$ cat src/rtl/assert_macros.svh
// Assertion macros used by cbq_cell, the RTL stage module of the cascaded biquad unit.
// Each macro expects signals named clk and rst in the scope where it is used.
`ifndef ASSERT_MACROS_SVH
`define ASSERT_MACROS_SVH

// A condition that holds at every clock edge outside reset.
`define ASSERT_HOLDS(label, expr, msg) \
  label: assert property (@(posedge clk) disable iff (rst) (expr)) else $error(msg);

// A condition that, when true, must be followed by another in the next cycle.
`define ASSERT_NEXT(label, ante, cons, msg) \
  label: assert property (@(posedge clk) disable iff (rst) (ante) |=> (cons)) else $error(msg);

`endif

$ cat src/rtl/cbq_pkg.sv
// Package for the cascaded biquad unit: sizes, action and coefficient codes,
// transaction types, the fixed-point rounding and saturation helpers and the channel slot helper.
// Used by cbq_cell and cascaded_biquad_filter_unit; depends on nothing.
package cbq_pkg;

  // Sizes of the filter bank.
  localparam int MAX_STAGES      = 4;
  localparam int MAX_CHANNELS    = 8;
  localparam int COEFS_PER_STAGE = 5;
  localparam int STAGE_W = (MAX_STAGES > 1) ? $clog2(MAX_STAGES) : 1;
  localparam int CH_AW   = (MAX_CHANNELS > 1) ? $clog2(MAX_CHANNELS) : 1;

  // Action codes of an input transaction.
  localparam logic [1:0] ACT_FILTER = 2'd0;
  localparam logic [1:0] ACT_COEF   = 2'd1;
  localparam logic [1:0] ACT_CLEAR  = 2'd2;

  // Coefficient selects.
  localparam logic [2:0] SEL_B0 = 3'd0;
  localparam logic [2:0] SEL_B1 = 3'd1;
  localparam logic [2:0] SEL_B2 = 3'd2;
  localparam logic [2:0] SEL_A1 = 3'd3;
  localparam logic [2:0] SEL_A2 = 3'd4;

  // Input transaction.
  typedef struct packed {
    logic [1:0]          action;
    logic [2:0]          channel;
    logic signed [23:0]  sample_in;
    logic [1:0]          coef_stage;
    logic [2:0]          coef_select;
    logic signed [31:0]  coef_value;
  } in_item_t;

  // Result transaction.
  typedef struct packed {
    logic signed [23:0]  sample_out;
    logic [2:0]          channel_out;
    logic                saturated;
  } out_item_t;

  // Transaction as it travels from cell to cell.
  typedef struct packed {
    logic [1:0]          action;
    logic [2:0]          channel;
    logic signed [23:0]  x;
    logic                sat;
    logic [1:0]          coef_stage;
    logic [2:0]          coef_select;
    logic signed [31:0]  coef_value;
  } token_t;

  // Saturated values with their clip flag.
  typedef struct packed {
    logic               clip;
    logic signed [39:0] value;
  } sat40_t;

  typedef struct packed {
    logic               clip;
    logic signed [23:0] value;
  } sat24_t;

  // Round half up and drop 16 fraction bits: 47 to 31 fraction bits.
  function automatic logic signed [41:0] round16(input logic signed [56:0] v);
    logic signed [57:0] t;
    t = $signed({v[56], v}) + 58'sd32768;
    return $signed(t[57:16]);
  endfunction

  // Round half up and drop 8 fraction bits: 31 to 23 fraction bits.
  function automatic logic signed [35:0] round8(input logic signed [42:0] v);
    logic signed [43:0] t;
    t = $signed({v[42], v}) + 44'sd128;
    return $signed(t[43:8]);
  endfunction

  // Clip a sum to the 40-bit delay range.
  function automatic sat40_t sat40(input logic signed [42:0] v);
    sat40_t r;
    r.clip  = (v[42:39] != {4{v[42]}});
    r.value = r.clip ? {v[42], {39{~v[42]}}} : v[39:0];
    return r;
  endfunction

  // Clip a stage output to the 24-bit sample range.
  function automatic sat24_t sat24(input logic signed [35:0] v);
    sat24_t r;
    r.clip  = (v[35:23] != {13{v[35]}});
    r.value = r.clip ? {v[35], {23{~v[35]}}} : v[23:0];
    return r;
  endfunction

  // Channel number folded into the state slots (channel modulo MAX_CHANNELS).
  function automatic logic [CH_AW-1:0] chan_slot(input logic [2:0] ch);
    logic [6:0] v;
    v = 7'(ch);
    for (int i = 0; i < 8; i++) begin
      if (v >= 7'(MAX_CHANNELS)) begin
        v = v - 7'(MAX_CHANNELS);
      end
    end
    return CH_AW'(v);
  endfunction

endpackage

$ cat src/rtl/cbq_cell.sv
// One biquad stage of the chain: coefficients, per-channel delay memory and
// a shared multiplier stepped by a small sequencer.
// Depends on cbq_pkg and assert_macros.svh.
`include "assert_macros.svh"

module cbq_cell (
  input  logic                        clk,
  input  logic                        rst,
  input  logic [cbq_pkg::STAGE_W-1:0] index,
  input  logic [2:0]                  stage_count,
  input  logic                        up_valid,
  output logic                        up_ready,
  input  cbq_pkg::token_t             up_tok,
  output logic                        dn_valid,
  input  logic                        dn_ready,
  output cbq_pkg::token_t             dn_tok
);

  localparam int CMP_W = (cbq_pkg::STAGE_W > 2) ? cbq_pkg::STAGE_W : 2;
  localparam int ACT_W = (cbq_pkg::STAGE_W > 3) ? cbq_pkg::STAGE_W : 3;

  // Each multiply state names the product that the multiplier forms in it.
  typedef enum logic [2:0] {
    S_IDLE, S_MB0, S_MB1, S_MA1, S_MB2, S_MA2, S_STORE, S_HOLD
  } state_t;

  state_t                   state;
  cbq_pkg::token_t          tok;
  logic [cbq_pkg::MAX_CHANNELS-1:0] vld;
  logic signed [31:0]       coef [cbq_pkg::COEFS_PER_STAGE];
  logic [79:0]              dmem [cbq_pkg::MAX_CHANNELS];

  logic signed [55:0]       prod;
  logic signed [55:0]       acc;
  logic signed [39:0]       rd_z1;
  logic signed [39:0]       rd_z2;
  logic signed [23:0]       y;
  logic signed [39:0]       z1n;

  logic                     accept;
  logic                     active;
  logic                     coef_hit;
  logic [cbq_pkg::CH_AW-1:0] slot;
  logic signed [31:0]       mul_coef;
  logic signed [23:0]       mul_opnd;
  logic signed [55:0]       mul_full;
  logic signed [56:0]       diff;
  logic signed [41:0]       y_r16;
  logic signed [42:0]       y_sum;
  cbq_pkg::sat24_t          y_sat;
  logic signed [41:0]       z_r16;
  cbq_pkg::sat40_t          z1_sat;
  cbq_pkg::sat40_t          z2_sat;

  // Handshake with the neighbors: a held transaction may leave while the next enters.
  assign up_ready = (state == S_IDLE) || ((state == S_HOLD) && dn_ready);
  assign accept   = up_valid && up_ready;
  assign dn_valid = (state == S_HOLD);
  assign dn_tok   = tok;

  // The first stage is always in use; the others follow the stage count.
  assign active   = (index == '0) || (ACT_W'(index) < ACT_W'(stage_count));
  assign coef_hit = (CMP_W'(up_tok.coef_stage) == CMP_W'(index)) &&
                    (up_tok.coef_select < 3'(cbq_pkg::COEFS_PER_STAGE));
  assign slot     = cbq_pkg::chan_slot(tok.channel);

  // Operand selection for the shared multiplier.
  always_comb begin
    case (state)
      S_MB0:   begin mul_coef = coef[cbq_pkg::SEL_B0]; mul_opnd = tok.x; end
      S_MB1:   begin mul_coef = coef[cbq_pkg::SEL_B1]; mul_opnd = tok.x; end
      S_MA1:   begin mul_coef = coef[cbq_pkg::SEL_A1]; mul_opnd = y;     end
      S_MB2:   begin mul_coef = coef[cbq_pkg::SEL_B2]; mul_opnd = tok.x; end
      S_MA2:   begin mul_coef = coef[cbq_pkg::SEL_A2]; mul_opnd = y;     end
      default: begin mul_coef = '0;                   mul_opnd = '0;    end
    endcase
  end

  assign mul_full = mul_coef * mul_opnd;

  // Stage output: b0*x rounded, plus the first delay word, then back to Q1.23.
  assign y_r16 = cbq_pkg::round16($signed({prod[55], prod}));
  assign y_sum = 43'(y_r16) + 43'(rd_z1);
  assign y_sat = cbq_pkg::sat24(cbq_pkg::round8(y_sum));

  // New delay words: forward product minus feedback product, then rounded.
  assign diff   = $signed({acc[55], acc}) - $signed({prod[55], prod});
  assign z_r16  = cbq_pkg::round16(diff);
  assign z1_sat = cbq_pkg::sat40(43'(z_r16) + 43'(rd_z2));
  assign z2_sat = cbq_pkg::sat40(43'(z_r16));

  // Sequencer, held transaction, coefficients and delay valid bits.
  always_ff @(posedge clk) begin
    if (rst) begin
      state <= S_IDLE;
      vld   <= '0;
      for (int i = 0; i < cbq_pkg::COEFS_PER_STAGE; i++) begin
        coef[i] <= '0;
      end
    end else if (accept) begin
      tok <= up_tok;
      if ((up_tok.action == cbq_pkg::ACT_FILTER) && active) begin
        state <= S_MB0;
      end else begin
        state <= S_HOLD;
      end
      if (up_tok.action == cbq_pkg::ACT_CLEAR) begin
        vld <= '0;
      end
      if ((up_tok.action == cbq_pkg::ACT_COEF) && coef_hit) begin
        coef[up_tok.coef_select] <= up_tok.coef_value;
      end
    end else begin
      unique case (state)
        S_IDLE: begin
          state <= S_IDLE;
        end
        S_MB0: begin
          state <= S_MB1;
        end
        S_MB1: begin
          state   <= S_MA1;
          tok.sat <= tok.sat | y_sat.clip;
        end
        S_MA1: begin
          state <= S_MB2;
        end
        S_MB2: begin
          state   <= S_MA2;
          tok.sat <= tok.sat | z1_sat.clip;
        end
        S_MA2: begin
          state <= S_STORE;
        end
        S_STORE: begin
          state     <= S_HOLD;
          tok.x     <= y;
          tok.sat   <= tok.sat | z2_sat.clip;
          vld[slot] <= 1'b1;
        end
        S_HOLD: begin
          if (dn_ready) begin
            state <= S_IDLE;
          end
        end
        default: begin
          state <= S_IDLE;
        end
      endcase
    end
  end

  // Product and intermediate registers.
  always_ff @(posedge clk) begin
    prod <= mul_full;
    case (state)
      S_MB1:   y   <= y_sat.value;
      S_MA1:   acc <= prod;
      S_MB2:   z1n <= z1_sat.value;
      S_MA2:   acc <= prod;
      default: ;
    endcase
  end

  // Delay memory: one word per channel holding both delay values.
  always_ff @(posedge clk) begin
    if (state == S_MB0) begin
      {rd_z1, rd_z2} <= vld[slot] ? dmem[slot] : '0;
    end
    if (state == S_STORE) begin
      dmem[slot] <= {z1n, z2_sat.value};
    end
  end

  `ASSERT_HOLDS(a_store_is_filter, (state != S_STORE) || (tok.action == cbq_pkg::ACT_FILTER), "delay store for a non-filter transaction")
  `ASSERT_NEXT(a_accept_leaves_idle, accept, state != S_IDLE, "accepted transaction was dropped")
  `ASSERT_NEXT(a_sat_sticky, (state != S_IDLE) && (state != S_HOLD) && tok.sat, tok.sat, "saturation flag lost during a stage")

endmodule
$ cat config.mk
export PLATFORM = sky130hd
export DESIGN_NAME = cbq_cell
export DESIGN_NICKNAME = d
export VERILOG_FILES = /design/src/rtl/cbq_pkg.sv /design/src/rtl/cbq_cell.sv
export VERILOG_INCLUDE_DIRS = /design/src /design/src/rtl
export SDC_FILE = /design/constraint.sdc
export NUM_CORES = 2
export LEC_CHECK = 0
export ABC_AREA = 1
export BUFFER_PORTS_ARGS = -buffer_cell sky130_fd_sc_hd__buf_2
export CORE_MARGIN = 5
export CORE_UTILIZATION = 60
export DETAILED_ROUTE_END_ITERATION = 10
export PLACE_DENSITY = 0.75
export SLEW_MARGIN = 5
export SYNTH_ARGS = -nofsm -noshare
export SYNTH_HDL_FRONTEND = slang
export SYNTH_SLANG_ARGS = --single-unit
export TNS_END_PERCENT = 10
$ cat constraint.sdc
create_clock -name clk -period 13.4 [get_ports clk]
set_input_delay 0 -clock clk [delete_from_list [all_inputs] [get_ports clk]]
set_output_delay 0 -clock clk [all_outputs]
set_load 0.1 [all_outputs]
==> flow_metrics.env <==
export IMPL_status="finished with violations"
export IMPL_violations="capacitance limit"
export IMPL_synth_common_cells="1,704 x nand2_1, 1,392 x inv_1, 1,067 x edfxtp_1"
export IMPL_drt_iter0_markers=6621
export IMPL_r2r_cells=33
export IMPL_setup_viol=0
export IMPL_timing_final_crit_share=0.781
export IMPL_worstReg2RegStart="state[0]$_SDFFE_PP0P_"
export IMPL_grt_pass1_wl_um=360000
export IMPL_layout_min_cycle_time_ns=10.46
export IMPL_ff2ff_setup_slack_ns=2.94
export IMPL_vias=58904
export IMPL_worst_pin_slew_ns=1.48
export IMPL_whs_path_depth=2
export IMPL_cts_buffer_depth=3
export IMPL_rsz0062_at_grt="false"
export IMPL_grt_ovfl_total=0
export IMPL_chipWidth_um=373
export IMPL_met3_usage=0.0866
export IMPL_n_fill_cell=10275
export IMPL_drive_gt1_frac=0.0592
export IMPL_grt_usage=0.341
export IMPL_grt_pass1_vias=59942
export IMPL_syn_nets=9093
export IMPL_io_pins=145
export IMPL_syn_inst=7849
export IMPL_skew_ns=0.0528
export IMPL_setup_tns_ns=0
export IMPL_std_cell_rows=133
export IMPL_cpMaxStageDelayCell="clkinv_1"
export IMPL_critPathTopFamily="adder cells"
export IMPL_hold_path_class="primary input to flop"
export IMPL_synth_edf_count=1067
export IMPL_worst_hold_startpoint="up_tok[21]"
export IMPL_initial_utilization=0.603
export IMPL_clock_sinks=1134
export IMPL_gp_congestion=1.01
export IMPL_clkLatencyLatePin_ns=0.78
export IMPL_cts_buffers=114
export IMPL_clk_transition_reported_paths_ns=0.06
export IMPL_critPathKind="flop to flop"
export IMPL_cp_num_cells=33
export IMPL_dp_hpwl_um=172000
export IMPL_area_growth_synth_to_final_pct=10.2
export IMPL_hold_viol=0
export IMPL_wl_um=238000
export IMPL_slew_limit_headroom=0.0143
export IMPL_ys_async_sr_fraction=0
export IMPL_vias_per_cell=5.93
export IMPL_cts_root_buf="clkbuf_16"
export IMPL_yosys_area_top_type="edfxtp_1"
export IMPL_crit_required_ns=14.06
export IMPL_critPathMaxFanout=113
export IMPL_endpoint_kind="flop"
export IMPL_synth_top_family_by_area="adder cells"
export IMPL_cap_violations=1
export IMPL_cp_slowest_stage_delay_ns=1.27
export IMPL_met2_usage=0.512
export IMPL_synth_xor_area_frac=0.0221
export IMPL_routedWlPerCell_um=24.0
export IMPL_muxShareOfSynthArea=0
export IMPL_yosys_top_cells_area="edfxtp_1 41%, fa_1 20%, nand2_1 8.1%, inv_1 6.6%, ha_1 6.1%"
export IMPL_yosysMostFrequentCell="nand2_1"
export IMPL_antenna_found_initial=7
export IMPL_htree_levels=3
export IMPL_grt_busiest_layer="met2"
export IMPL_synth_top_area_share=0.405
export IMPL_synth_compound_area_frac=0.0743
export IMPL_ys_ff_latch=1134
export IMPL_yosys_most_used_dff="edfxtp_1"
export IMPL_cp_num_buf_inv=10
export IMPL_synth_distinct_cells=58
export IMPL_seqCellArea_mm2=0.0334
export IMPL_cts_resized_gates=0
export IMPL_slew_viol_final=0
export IMPL_port_buffers=144
export IMPL_cp_arrival_ns=11.12
export IMPL_route_detailed_drc=0
export IMPL_syn_avg_cell_area_um2=10.1
export IMPL_yosys_area_share_simple=0.141
export IMPL_synthAdderAreaFrac=0.259
export IMPL_multi_input_area_mm2=0.0395
export IMPL_grtUsageMet1=0.484
export IMPL_grt_max_degree=114
export IMPL_fmax_ghz=0.0956
export IMPL_r2r_end="prod[55]$_DFF_P_"
export IMPL_dieArea_mm2=0.139
export IMPL_worst_setup_path_start_kind="flop"
export IMPL_die_h_um=373
export IMPL_hold_end="dn_tok[21]$_DFFE_PP_"
export IMPL_ant_nets=0
export IMPL_core_mm2=0.131
export IMPL_yosysSeqAreaShare=0.422
export IMPL_nets=9318
export IMPL_cts_tree="done"
export IMPL_synth_area_mm2=0.0790
export IMPL_synth_warnings=0
export IMPL_first_pass_iters=6
[final cells by class]
type                    count  share of cell area
multi-input cells        5039               0.453
repair buffers            366              0.0317
diodes                      2           0.0000575
flip-flops and latches   1134               0.383
inverters                1419              0.0612
clock buffers             140              0.0348
clock inverters            73              0.0106
well taps                1755              0.0252
[cells by family after synthesis]
kind of cell / count (synthesis)
AO/OA/AOI/OAI: 877
buffers and inverters: 1676
adder cells (fa/ha/maj): 1168
flip-flops: 1134
AND/OR/NAND/NOR: 2795
XOR/XNOR: 199
[timing repair]
action,in CTS,in global routing
hold endpoints to repair,297,0
buffers inserted,0,0
hold buffers,139,0
[cell usage in the layout (no fill, tap or decap), drive strengths merged, types with 15 or more instances in the layout]
| cell | Yosys | final |
|---|---|---|
| buf | 102 | 227 |
| nand4 | 79 | 79 |
| a31o | 20 | 20 |
| o21ai | 152 | 152 |
| dlygate4sd3 | 0 | 139 |
| a221oi | 97 | 97 |
| a21o | 31 | 31 |
| clkbuf | 155 | 140 |
| nand3 | 130 | 130 |
| nand2 | 1704 | 1704 |
| nor2 | 764 | 764 |
| and2 | 33 | 33 |
| xnor2 | 70 | 70 |
| ha | 384 | 384 |
| dfxtp | 67 | 67 |
| o21bai | 25 | 25 |
| edfxtp | 1067 | 1067 |
| nor3 | 51 | 51 |
| a31oi | 24 | 24 |
| a22o | 84 | 84 |
| xor2 | 129 | 129 |
| a22oi | 129 | 129 |
| fa | 784 | 784 |
| clkinv | 9 | 49 |
| bufinv | 0 | 15 |
| a21oi | 253 | 253 |
| nor4 | 20 | 20 |
| inv | 1410 | 1418 |
[worst reg2reg max path: cells and delay by family (launching register included)]
family | cells | cell delay [ns]
xor gates and xnor gates | 1 | 0.16
AOI/OAI and AO/OA | 3 | 0.94
adders and majority gates | 8 | 3.97
buffers and inverters | 10 | 2.40
and+or+nand+nor | 11 | 2.53
DFF | 1 | 0.34
[stage by stage]
stage	setup WS [ns]	instance area (um2)	cells	hold slack [ns]	utilization
floorplan	3.43	79000	7849	0.0989	-
global placement	3.69	81700	9574	0.177	0.623
detailed placement	3.54	81700	9574	0.179	0.623
CTS	3.47	87100	9926	0.00896	0.664
global route	2.60	87100	9926	0.0384	0.664
finish	2.94	87100	9928	0.0386	0.664
[registers in the layout, summed over array words and instances, names as in the netlist]
register and flops:
rd_z2 40, y 24, state 3, rd_z1 40, dn_tok 64, coef 160, acc 56, dmem 640
z1n 40, slot 3, prod 56, vld 8
[routing by layer]
layer  routed length, um  up-vias
met5                  13        -
met4               10900        2
met3               27900      579
met2              105000     3299
met1               94400    29242
li1                    -    25782
[worst max path at each step]
stage | to | start | slack (ns)
floorplan | prod[55]$_DFF_P_ | state[0]$_SDFFE_PP0P_ | 3.43
global placement | prod[54]$_DFF_P_ | state[0]$_SDFFE_PP0P_ | 3.69
detailed placement | prod[54]$_DFF_P_ | state[0]$_SDFFE_PP0P_ | 3.54
CTS | prod[55]$_DFF_P_ | state[0]$_SDFFE_PP0P_ | 3.47
global route | prod[55]$_DFF_P_ | state[0]$_SDFFE_PP0P_ | 2.60
finish | prod[55]$_DFF_P_ | state[0]$_SDFFE_PP0P_ | 2.94
Power is left out: the tool's default activity adds up to more than one toggle a clock period on the data nets, which glitch-free logic cannot reach.
